## src/design/kssb_pkg.sv

```systemverilog
// kssb_pkg: shared types and constants for the keyboard serial byte sender
// depends on nothing; used by kssb_engine and the top level
`timescale 1ns / 1ps

package kssb_pkg;

    // default geometry of the chunk ring
    localparam int CHUNK_SLOTS_DEF = 64;
    localparam int CHUNK_BYTES_DEF = 8;

    // register reset and protocol constants
    localparam logic [7:0] RATE_RESET     = 8'd16;
    localparam logic [3:0] BITS_PER_BYTE  = 4'd8;
    localparam logic [1:0] HIGH_TICKS_SET = 2'd2;

    // transmit sequencer phases, one-hot
    typedef enum logic [4:0] {
        PH_INIT = 5'b00001,
        PH_IDLE = 5'b00010,
        PH_HIGH = 5'b00100,
        PH_FALL = 5'b01000,
        PH_LOW  = 5'b10000
    } t_phase;

    // result of one item
    typedef struct packed {
        logic sending;
        logic push_dropped;
        logic reset_ack_request;
        logic data_drive;
        logic clock_drive;
    } t_res;

endpackage

```

## src/design/kssb_store.sv

```systemverilog
// kssb_store: chunk byte memory and chunk length memory, registered read
// depends on nothing outside this file
`timescale 1ns / 1ps

module kssb_store #(
    parameter int CHUNK_SLOTS = 64,
    parameter int CHUNK_BYTES = 8
) (
    input  logic                                        i_clk,
    input  logic                                        i_byte_we,
    input  logic [$clog2(CHUNK_SLOTS*CHUNK_BYTES)-1:0]  i_byte_waddr,
    input  logic [7:0]                                  i_byte_wdata,
    input  logic [$clog2(CHUNK_SLOTS*CHUNK_BYTES)-1:0]  i_byte_raddr,
    output logic [7:0]                                  o_byte_rdata,
    input  logic                                        i_len_we,
    input  logic [$clog2(CHUNK_SLOTS)-1:0]              i_len_waddr,
    input  logic [$clog2(CHUNK_BYTES+1)-1:0]            i_len_wdata,
    input  logic [$clog2(CHUNK_SLOTS)-1:0]              i_len_raddr,
    output logic [$clog2(CHUNK_BYTES+1)-1:0]            o_len_rdata
);

    localparam int DEPTH = CHUNK_SLOTS * CHUNK_BYTES;
    localparam int CNT_W = $clog2(CHUNK_BYTES + 1);

    logic [7:0]       r_byte_mem [DEPTH];
    logic [CNT_W-1:0] r_len_mem  [CHUNK_SLOTS];

    always_ff @(posedge i_clk) begin
        if (i_byte_we) begin
            r_byte_mem[i_byte_waddr] <= i_byte_wdata;
        end
        o_byte_rdata <= r_byte_mem[i_byte_raddr];
    end

    always_ff @(posedge i_clk) begin
        if (i_len_we) begin
            r_len_mem[i_len_waddr] <= i_len_wdata;
        end
        o_len_rdata <= r_len_mem[i_len_raddr];
    end

endmodule

```

## src/design/kssb_engine.sv

```systemverilog
// kssb_engine: ring pointers, chunk fill and line transmit sequencer
// depends on kssb_pkg; reads and writes the memories in kssb_store
`timescale 1ns / 1ps

module kssb_engine #(
    parameter int CHUNK_SLOTS = 64,
    parameter int CHUNK_BYTES = 8
) (
    input  logic                                        i_clk,
    input  logic                                        i_rst_n,
    input  logic                                        i_exec,
    input  logic                                        i_action,
    input  logic                                        i_clock_line,
    input  logic                                        i_data_line,
    input  logic [7:0]                                  i_push_byte,
    input  logic                                        i_chunk_end,
    input  logic [7:0]                                  i_rate_reload,
    output logic                                        o_byte_we,
    output logic [$clog2(CHUNK_SLOTS*CHUNK_BYTES)-1:0]  o_byte_waddr,
    output logic [7:0]                                  o_byte_wdata,
    output logic [$clog2(CHUNK_SLOTS*CHUNK_BYTES)-1:0]  o_byte_raddr,
    input  logic [7:0]                                  i_byte_rdata,
    output logic                                        o_len_we,
    output logic [$clog2(CHUNK_SLOTS)-1:0]              o_len_waddr,
    output logic [$clog2(CHUNK_BYTES+1)-1:0]            o_len_wdata,
    output logic [$clog2(CHUNK_SLOTS)-1:0]              o_len_raddr,
    input  logic [$clog2(CHUNK_BYTES+1)-1:0]            i_len_rdata,
    output kssb_pkg::t_res                              o_res
);

    localparam int SLOT_W = $clog2(CHUNK_SLOTS);
    localparam int CNT_W  = $clog2(CHUNK_BYTES + 1);
    localparam int ADDR_W = $clog2(CHUNK_SLOTS * CHUNK_BYTES);
    localparam logic [SLOT_W-1:0] LAST_SLOT = SLOT_W'(CHUNK_SLOTS - 1);
    localparam logic [CNT_W-1:0]  FULL_CNT  = CNT_W'(CHUNK_BYTES);
    localparam logic [ADDR_W-1:0] ROW_BYTES = ADDR_W'(CHUNK_BYTES);

    kssb_pkg::t_phase  r_phase, n_phase;
    logic [3:0]        r_bits_sent, n_bits_sent;
    logic [1:0]        r_high_ticks, n_high_ticks;
    logic [7:0]        r_shift, n_shift;
    logic [7:0]        r_rate_count, n_rate_count;
    logic [CNT_W-1:0]  r_byte_index, n_byte_index;
    logic [SLOT_W-1:0] r_read_slot, n_read_slot;
    logic [SLOT_W-1:0] r_write_slot, n_write_slot;
    logic [CNT_W-1:0]  r_fill, n_fill;
    logic              r_clock_level, n_clock_level;
    logic              r_data_level, n_data_level;

    logic [SLOT_W-1:0] write_next;
    logic [SLOT_W-1:0] read_next;
    logic [CNT_W-1:0]  fill_new;
    logic [CNT_W-1:0]  index_inc;
    logic [7:0]        rate_dec;
    logic [1:0]        high_inc;
    logic              ack;
    logic              dropped;

    assign write_next = (r_write_slot == LAST_SLOT) ? '0 : r_write_slot + 1'b1;
    assign read_next  = (r_read_slot == LAST_SLOT) ? '0 : r_read_slot + 1'b1;
    assign index_inc  = r_byte_index + 1'b1;
    assign rate_dec   = (r_rate_count != 8'd0) ? r_rate_count - 8'd1 : 8'd0;
    assign high_inc   = r_high_ticks + 2'd1;

    // memory reads follow the head of the ring every cycle
    assign o_byte_raddr = ADDR_W'(r_read_slot) * ROW_BYTES + ADDR_W'(r_byte_index);
    assign o_len_raddr  = r_read_slot;
    assign o_byte_waddr = ADDR_W'(r_write_slot) * ROW_BYTES + ADDR_W'(r_fill);
    assign o_byte_wdata = i_push_byte;
    assign o_len_waddr  = r_write_slot;

    always_comb begin
        n_phase       = r_phase;
        n_bits_sent   = r_bits_sent;
        n_high_ticks  = r_high_ticks;
        n_shift       = r_shift;
        n_rate_count  = r_rate_count;
        n_byte_index  = r_byte_index;
        n_read_slot   = r_read_slot;
        n_write_slot  = r_write_slot;
        n_fill        = r_fill;
        n_clock_level = r_clock_level;
        n_data_level  = r_data_level;
        fill_new      = r_fill;
        o_byte_we     = 1'b0;
        o_len_we      = 1'b0;
        o_len_wdata   = r_fill;
        ack           = 1'b0;
        dropped       = 1'b0;
        if (i_exec && i_action) begin
            if (write_next == r_read_slot) begin
                // ring full: whole push refused
                dropped = 1'b1;
            end else begin
                if (r_fill < FULL_CNT) begin
                    o_byte_we = 1'b1;
                    fill_new  = r_fill + 1'b1;
                end else begin
                    dropped = 1'b1;
                end
                o_len_wdata = fill_new;
                if (i_chunk_end && fill_new != '0) begin
                    o_len_we     = 1'b1;
                    n_write_slot = write_next;
                    n_fill       = '0;
                end else begin
                    n_fill = fill_new;
                end
            end
        end else if (i_exec) begin
            unique case (r_phase)
                kssb_pkg::PH_IDLE: begin
                    if (!i_clock_line) begin
                        ack = 1'b1;
                    end else if (i_data_line) begin
                        n_rate_count = rate_dec;
                        if (rate_dec == 8'd0 && r_read_slot != r_write_slot) begin
                            n_rate_count = i_rate_reload;
                            n_shift      = i_byte_rdata;
                            n_phase      = kssb_pkg::PH_HIGH;
                            n_high_ticks = 2'd0;
                        end
                    end
                end
                kssb_pkg::PH_HIGH: begin
                    n_high_ticks = high_inc;
                    if (high_inc == kssb_pkg::HIGH_TICKS_SET) begin
                        n_data_level = r_shift[7];
                        n_shift      = {r_shift[6:0], 1'b0};
                        n_bits_sent  = r_bits_sent + 4'd1;
                        n_phase      = kssb_pkg::PH_FALL;
                        n_high_ticks = 2'd0;
                    end
                end
                kssb_pkg::PH_FALL: begin
                    n_clock_level = 1'b0;
                    n_phase       = kssb_pkg::PH_LOW;
                end
                kssb_pkg::PH_LOW: begin
                    if (r_bits_sent == kssb_pkg::BITS_PER_BYTE) begin
                        n_bits_sent = 4'd0;
                        if (index_inc >= i_len_rdata) begin
                            n_read_slot  = read_next;
                            n_byte_index = '0;
                        end else begin
                            n_byte_index = index_inc;
                        end
                        n_phase      = kssb_pkg::PH_IDLE;
                        n_data_level = 1'b1;
                    end else begin
                        n_phase = kssb_pkg::PH_HIGH;
                    end
                    n_clock_level = 1'b1;
                end
                default: begin
                    // init and any stray code
                    n_phase       = kssb_pkg::PH_IDLE;
                    n_data_level  = 1'b1;
                    n_clock_level = 1'b1;
                    n_bits_sent   = 4'd0;
                end
            endcase
        end
    end

    always_comb begin
        o_res.clock_drive       = n_clock_level;
        o_res.data_drive        = n_data_level;
        o_res.reset_ack_request = ack;
        o_res.push_dropped      = dropped;
        o_res.sending           = (n_phase == kssb_pkg::PH_HIGH)
                               || (n_phase == kssb_pkg::PH_FALL)
                               || (n_phase == kssb_pkg::PH_LOW);
    end

    always_ff @(posedge i_clk) begin
        if (!i_rst_n) begin
            r_phase       <= kssb_pkg::PH_INIT;
            r_bits_sent   <= 4'd0;
            r_high_ticks  <= 2'd0;
            r_rate_count  <= 8'd0;
            r_byte_index  <= '0;
            r_read_slot   <= '0;
            r_write_slot  <= '0;
            r_fill        <= '0;
            r_clock_level <= 1'b1;
            r_data_level  <= 1'b1;
        end else begin
            r_phase       <= n_phase;
            r_bits_sent   <= n_bits_sent;
            r_high_ticks  <= n_high_ticks;
            r_rate_count  <= n_rate_count;
            r_byte_index  <= n_byte_index;
            r_read_slot   <= n_read_slot;
            r_write_slot  <= n_write_slot;
            r_fill        <= n_fill;
            r_clock_level <= n_clock_level;
            r_data_level  <= n_data_level;
        end
    end

    always_ff @(posedge i_clk) begin
        r_shift <= n_shift;
    end

    a_fill_bound: assert property (@(posedge i_clk) disable iff (!i_rst_n)
        r_fill <= FULL_CNT)
        else $error("chunk fill beyond chunk size");

    a_clock_low_phase: assert property (@(posedge i_clk) disable iff (!i_rst_n)
        !r_clock_level |-> r_phase == kssb_pkg::PH_LOW)
        else $error("clock driven low outside the low phase");

    a_send_has_chunk: assert property (@(posedge i_clk) disable iff (!i_rst_n)
        (r_phase == kssb_pkg::PH_HIGH || r_phase == kssb_pkg::PH_FALL
         || r_phase == kssb_pkg::PH_LOW) |-> r_read_slot != r_write_slot)
        else $error("sending with an empty ring");

    a_bits_bound: assert property (@(posedge i_clk) disable iff (!i_rst_n)
        r_bits_sent <= kssb_pkg::BITS_PER_BYTE)
        else $error("bit count beyond one byte");

endmodule

```

## src/design/keyboard_serial_byte_sender.sv

```systemverilog
// keyboard_serial_byte_sender: top level, stream handshakes, config register, result register
// depends on kssb_pkg, kssb_store and kssb_engine
`timescale 1ns / 1ps

// channel | dir | transfer on                       | payload
// --------+-----+-----------------------------------+-----------------------------------------
// s_axis  | in  | i_s_axis_tvalid & o_s_axis_tready | tuser: action; tlast: chunk_end;
//         |     |                                   | tdata: clock_line, data_line, push_byte
// m_axis  | out | o_m_axis_tvalid & i_m_axis_tready | tdata: clock_drive, data_drive,
//         |     |                                   | reset_ack_request, push_dropped, sending
// cfg     | in  | i_cfg_valid & o_cfg_ready         | i_cfg_data: rate_reload
//
// each item, once taken, first presents the ring head address to the chunk memories,
// then gets the registered read data and executes; a new item is taken in the cycle
// its predecessor executes
// reset is synchronous, active low; it clears pointers and sequencer, memories are
// left as they are (only closed chunks are ever read)
// a result waits in the output register; one more item can be accepted and held behind
// it, then the input stalls until the result is taken; a master stall that covers an
// execute cycle delays that item, and the next transfer, by the length of the stall

module keyboard_serial_byte_sender #(
    parameter int CHUNK_SLOTS = kssb_pkg::CHUNK_SLOTS_DEF,
    parameter int CHUNK_BYTES = kssb_pkg::CHUNK_BYTES_DEF
) (
    input  logic        i_clk,
    input  logic        i_rst_n,
    input  logic        i_s_axis_tvalid,
    output logic        o_s_axis_tready,
    input  logic [15:0] i_s_axis_tdata,   // [0] clock_line, [1] data_line, [9:2] push_byte
    input  logic [0:0]  i_s_axis_tuser,   // [0] action
    input  logic        i_s_axis_tlast,
    output logic        o_m_axis_tvalid,
    input  logic        i_m_axis_tready,
    output logic [7:0]  o_m_axis_tdata,   // [0] clock_drive, [1] data_drive,
                                          // [2] reset_ack_request, [3] push_dropped, [4] sending
    input  logic        i_cfg_valid,
    output logic        o_cfg_ready,
    input  logic [7:0]  i_cfg_data
);

    localparam int SLOT_W = $clog2(CHUNK_SLOTS);
    localparam int CNT_W  = $clog2(CHUNK_BYTES + 1);
    localparam int ADDR_W = $clog2(CHUNK_SLOTS * CHUNK_BYTES);

    // item holding register
    logic       r_busy, n_busy;
    logic       r_rd_ok, n_rd_ok;
    logic       r_action;
    logic       r_clock_line;
    logic       r_data_line;
    logic [7:0] r_push_byte;
    logic       r_chunk_end;

    // output register
    logic           r_m_valid, n_m_valid;
    kssb_pkg::t_res r_res;

    logic [7:0] r_rate_reload;

    logic accept;
    logic exec;

    // memory wiring
    logic              byte_we;
    logic [ADDR_W-1:0] byte_waddr;
    logic [7:0]        byte_wdata;
    logic [ADDR_W-1:0] byte_raddr;
    logic [7:0]        byte_rdata;
    logic              len_we;
    logic [SLOT_W-1:0] len_waddr;
    logic [CNT_W-1:0]  len_wdata;
    logic [SLOT_W-1:0] len_raddr;
    logic [CNT_W-1:0]  len_rdata;
    kssb_pkg::t_res    res;

    // execute once read data matches the current ring head and the result slot frees
    assign exec            = r_busy && r_rd_ok && (!r_m_valid || i_m_axis_tready);
    assign o_s_axis_tready = !r_busy || exec;
    assign accept          = i_s_axis_tvalid && o_s_axis_tready;
    assign o_cfg_ready     = 1'b1;

    always_comb begin
        n_busy = r_busy;
        if (accept) begin
            n_busy = 1'b1;
        end else if (exec) begin
            n_busy = 1'b0;
        end
        // read data lines up in the cycle after the state the item sees was settled
        n_rd_ok = accept ? 1'b0 : r_busy;
        n_m_valid = r_m_valid;
        if (exec) begin
            n_m_valid = 1'b1;
        end else if (i_m_axis_tready) begin
            n_m_valid = 1'b0;
        end
    end

    always_ff @(posedge i_clk) begin
        if (!i_rst_n) begin
            r_busy        <= 1'b0;
            r_rd_ok       <= 1'b0;
            r_m_valid     <= 1'b0;
            r_rate_reload <= kssb_pkg::RATE_RESET;
        end else begin
            r_busy    <= n_busy;
            r_rd_ok   <= n_rd_ok;
            r_m_valid <= n_m_valid;
            if (i_cfg_valid) begin
                r_rate_reload <= i_cfg_data;
            end
        end
    end

    always_ff @(posedge i_clk) begin
        if (accept) begin
            r_action     <= i_s_axis_tuser[0];
            r_clock_line <= i_s_axis_tdata[0];
            r_data_line  <= i_s_axis_tdata[1];
            r_push_byte  <= i_s_axis_tdata[9:2];
            r_chunk_end  <= i_s_axis_tlast;
        end
        if (exec) begin
            r_res <= res;
        end
    end

    assign o_m_axis_tvalid = r_m_valid;
    assign o_m_axis_tdata  = {3'b000, r_res};

    kssb_store #(
        .CHUNK_SLOTS (CHUNK_SLOTS),
        .CHUNK_BYTES (CHUNK_BYTES)
    ) u_store (
        .i_clk        (i_clk),
        .i_byte_we    (byte_we),
        .i_byte_waddr (byte_waddr),
        .i_byte_wdata (byte_wdata),
        .i_byte_raddr (byte_raddr),
        .o_byte_rdata (byte_rdata),
        .i_len_we     (len_we),
        .i_len_waddr  (len_waddr),
        .i_len_wdata  (len_wdata),
        .i_len_raddr  (len_raddr),
        .o_len_rdata  (len_rdata)
    );

    kssb_engine #(
        .CHUNK_SLOTS (CHUNK_SLOTS),
        .CHUNK_BYTES (CHUNK_BYTES)
    ) u_engine (
        .i_clk         (i_clk),
        .i_rst_n       (i_rst_n),
        .i_exec        (exec),
        .i_action      (r_action),
        .i_clock_line  (r_clock_line),
        .i_data_line   (r_data_line),
        .i_push_byte   (r_push_byte),
        .i_chunk_end   (r_chunk_end),
        .i_rate_reload (r_rate_reload),
        .o_byte_we     (byte_we),
        .o_byte_waddr  (byte_waddr),
        .o_byte_wdata  (byte_wdata),
        .o_byte_raddr  (byte_raddr),
        .i_byte_rdata  (byte_rdata),
        .o_len_we      (len_we),
        .o_len_waddr   (len_waddr),
        .o_len_wdata   (len_wdata),
        .o_len_raddr   (len_raddr),
        .i_len_rdata   (len_rdata),
        .o_res         (res)
    );

    a_exec_gives_result: assert property (@(posedge i_clk) disable iff (!i_rst_n)
        exec |=> r_m_valid)
        else $error("executed item left no result");

    a_exec_needs_read: assert property (@(posedge i_clk) disable iff (!i_rst_n)
        accept |=> !exec)
        else $error("item executed before its memory read returned");

    a_held_result: assert property (@(posedge i_clk) disable iff (!i_rst_n)
        r_m_valid && !i_m_axis_tready |=> r_m_valid && $stable(r_res))
        else $error("waiting result changed");

endmodule
```

## config.mk

```make
export PLATFORM = sky130hd
export DESIGN_NAME = keyboard_serial_byte_sender
export DESIGN_NICKNAME = d
export VERILOG_FILES = /design/src/design/kssb_pkg.sv /design/src/design/kssb_store.sv /design/src/design/kssb_engine.sv /design/src/design/keyboard_serial_byte_sender.sv
export SDC_FILE = /design/constraint.sdc
export NUM_CORES = 2
export LEC_CHECK = 0
export BUFFER_PORTS_ARGS = -buffer_cell sky130_fd_sc_hd__buf_2
export CORE_AREA = 2 2 663 467
export CTS_CLUSTER_DIAMETER = 200
export DETAILED_ROUTE_END_ITERATION = 6
export DIE_AREA = 0 0 665 469
export PLACE_DENSITY = 0.75
export RECOVER_POWER = 25
export SYNTH_ARGS = -nofsm -noshare
export SYNTH_HDL_FRONTEND = slang
export SYNTH_MEMORY_MAX_BITS = 65536
export SYNTH_SLANG_ARGS = --single-unit
```

## constraint.sdc

```tcl
create_clock -name i_clk -period 7.4 [get_ports i_clk]
set_clock_uncertainty 0.1 [all_clocks]
set_input_delay 1.11 -clock i_clk [delete_from_list [all_inputs] [get_ports i_clk]]
set_output_delay 1.11 -clock i_clk [all_outputs]
set_load 0.01 [all_outputs]
```

==> out/qor.csv <==
stage;metric;value;unit
cells_and_area;drive_above_1_share;12.9;%
power;total_power;0.0481;W
cells_and_area;utilization;62.2;%
synthesis;synth_cell_types;71;
sta;rsz0062_at_grt;no;
detailed_routing;vias_per_cell;6.60;
sta;holdWs;0.283;ns
global_route;grt_pass1_wl;596000;um
cts;cts_setup_buffers;0;
worst_setup_path;required;7.87;ns
floorplanning;die_w;665;um
global_route;grt_max_degree;205;
global_route;grt_overflow;0;
synthesis;synth_area_per_cell;18.5;sq um
worst_setup_path;path_buf_inv;3;
synthesis;ys_warn_count;0;
cts;cts_num_sinks;4441;
detailed_routing;wirelength;412000;um
worst_setup_path;crit_family;buffers and inverters;
cts;cts_resized;0;
place;dpl.hpwl;241000;um
worst_setup_path;max_stage_delay;2.32;ns
synthesis;synth_edf_count;4377;
worst_setup_path;crit_arrival;6.74;ns
place;gp_congestion;0.873;
hold_path;hold_end;r_action;
global_route;antenna_found_initial;19;
synthesis;synth-main-ff-cell;edfxtp_1;
detailed_routing;final_antenna_net_count;0;
synthesis;syn_inst;9373;
sta;fmax;159;MHz
global_route;first_global_vias;88000;
sta;finalSetupViolCount;0;
floorplanning;start_util;56.7;%
floorplanning;core;305000;sq um
cells_and_area;final_area;190000;sq um
worst_setup_path;crit_slowest_cell;clkbuf_1;
place;portBuffers;31;
place;dpl_cell_area;178000;sq um
outcome;status;complete, but fails checks;
worst_setup_path;worstSetupStartpointType;flop;
worst_setup_path;cp_common_cell;clkbuf_1;
synthesis;synth_top_area_share;75.8;%
sta;drv_slew;1628;
worst_setup_path;worst-setup-path-type;reg -> reg;
floorplanning;die_area;312000;sq um
cells_and_area;nFillCells;20400;
sta;worstMarginPinSlew;4.48;ns
cells_and_area;nNetsFinal;9427;
cts;cts_tree;yes;
job;drv_cap;17;
floorplanning;ioPinCount;42;
synthesis;synthesis.area;173000;sq um
cells_and_area;multiInputGateArea;38100;sq um
floorplanning;die_h;469;um
detailed_routing;firstDrtPassIters;6;
power;vdd_drop_max;0.268;mV
worst_setup_path;r2r-end;u_store.r_byte_mem[188][1];
hold_path;hold_start;i_s_axis_tuser;
detailed_routing;drc;0;
synthesis;async_flop_share;0;%
cts;clockBufferDepth;4;
power;powerDensity;253;nW/um^2
worst_setup_path;path_cells;clkbuf_1 > clkbuf_1 > buf_4;
cts;clkLatencyLatePin;0.95;ns
sta;maxSlewHeadroom;-199;%
sta;tns;0;ns
worst_setup_path;rrSetupSlack;1.13;ns
worst_setup_path;critPathCaptureType;flop;
hold_path;whs_path_depth;1;
cells_and_area;regArea;133000;sq um
detailed_routing;drt-initial-drc-count;12900;
outcome;violations;max-capacitance violations, max-slew violations;
worst_setup_path;reg2reg_depth;3;
synthesis;yosys_register_bits;4441;
synthesis;synth_area_leader_cell;edfxtp_1;
floorplanning;row_count;170;
synthesis;yosysSeqAreaShare;76.6;%
cts;htree_levels;5;
synthesis;synthTopCellsByArea;edfxtp_1, mux2i_1, mux4_2;
worst_setup_path;path_max_fanout;66;
detailed_routing;wl_per_cell;30.0;um
power;cellLeakagePower;55.2;nW
cts;cts_root_buf;clkbuf_16;
cts;path_clk_slew;0.06;ns
detailed_routing;via_count;90600;
sta;finalHoldViolCount;0;
cts;cts_buffers;388;
global_route;grt_use_total;26.0;%
cts;hold_buffers;0;
hold_path;hp-class;in -> reg;
worst_setup_path;rr_startpoint;r_push_byte[1];
cells_and_area;areaGrowthSynthToFinish;9.71;%
sta;period_needed;6.27;ns
sta;min_period_over_period;84.8;%
[power by group]
group          internal [W]  switching, W  total (W)
Combinational     0.0000296      0.000439   0.000468
Clock                0.0111       0.00887     0.0200
Sequential           0.0276     0.0000122     0.0277
Total                0.0388       0.00932     0.0481
[cells in the final DEF, fill, tap and decap left out, types with 36 or more instances in the layout]
| cell type | netlist | final |
|---|---|---|
| o21ai_0 | 162 | 162 |
| edfxtp_1 | 4377 | 4377 |
| nor3_1 | 45 | 45 |
| clkinv_1 | 2 | 94 |
| nand2_1 | 126 | 114 |
| nor4_1 | 88 | 85 |
| clkbuf_16 | 0 | 395 |
| mux2i_1 | 1404 | 1404 |
| a221oi_1 | 134 | 134 |
| dfxtp_1 | 64 | 58 |
| clkbuf_1 | 255 | 87 |
| nor2_1 | 879 | 878 |
| o22ai_1 | 525 | 524 |
| clkinv_2 | 0 | 69 |
| bufinv_16 | 0 | 36 |
| mux4_2 | 468 | 468 |
| nand3_1 | 163 | 158 |
| buf_4 | 73 | 109 |
| buf_12 | 0 | 38 |
[layer usage]
layer	global-route usage, %	routed length (um)
met3	6.88	51400
met4	8.10	13100
met2	38.3	183000
met1	38.6	164000
met5	0	96
[kinds of logic after synthesis]
family                   after synthesis  share of synthesized area, %
multiplexers                        1874                          14.2
XOR/XNOR                              28                         0.146
other                                  2                       0.00433
AND/OR/NAND/NOR                     1443                          3.66
flip-flops                          4441                          76.6
buffers and inverters                607                          1.63
adder cells (fa/ha/maj)               18                         0.130
AO/OA/AOI/OAI                        960                          3.63
[sequential cells by signal (all words and copies together), names as in the netlist, 5 cells and up]
register	flops
o_m_axis_tdata	5
u_store.r_byte_mem	4096
u_engine.o_len_raddr	6
r_rate_reload	8
u_engine.r_rate_count	8
r_push_byte	8
u_store.o_byte_rdata	8
u_engine.r_shift	8
u_engine.o_len_waddr	6
u_engine.r_phase	5
u_store.r_len_mem	256
[worst reg2reg max path, stage by stage, from the launching register on]
cell and delay [ns]:
edfxtp_1 0.32, clkbuf_1 2.10, clkbuf_1 2.38, buf_4 1.00
[worst max path at each step]
stage               slack, ns                    endpoint                     from  cells after the start
finish                   1.13  u_store.r_byte_mem[188][1]           r_push_byte[1]                      3
global route             0.95  u_store.r_byte_mem[188][1]           r_push_byte[1]                      3
CTS                      2.02  u_store.r_byte_mem[472][6]  u_engine.o_len_waddr[0]                      8
detailed placement       1.51  u_store.r_byte_mem[472][1]          i_m_axis_tready                      8
global placement         1.74  u_store.r_byte_mem[473][0]          i_m_axis_tready                      8
floorplan               -0.29    u_store.r_byte_mem[0][0]           r_push_byte[0]                      0
[stage by stage]
| step | worst slack [ns] | std cells |
|---|---|---|
| 5_1_grt | 0.945 | 13700 |
| 3_5_place_dp | 1.51 | 13000 |
| 4_1_cts | 2.02 | 13700 |
| 2_1_floorplan | -0.293 | 9375 |
| 6_report | 1.13 | 13700 |
| 3_3_place_gp | 1.74 | 13000 |
[Yosys cell counts (all sizes together), types with 9 or more instances]
master	instances
a21oi	37
a221oi	134
a22oi	10
a31oi	16
and3	12
buf	326
clkbuf	258
dfxtp	64
edfxtp	4377
ha	18
inv	21
mux2i	1404
mux4	468
nand2	126
nand3	163
nand4	33
nor2	879
nor2b	15
nor3	45
nor4	89
nor4b	12
o211ai	27
o21ai	162
o22ai	525
or3	23
or4	9
xnor2	20
[area by class of cell]
cell class	instances	share of cell area (%)
clock inverters	229	1.11
diodes	8	0.0105
repair buffers	197	0.952
flip-flops and latches	4441	69.8
multi-input cells	4327	20.0
inverters	23	0.0454
well taps	4042	2.66
clock buffers	471	5.37
Note: power is estimated with default switching activity, not from simulation.
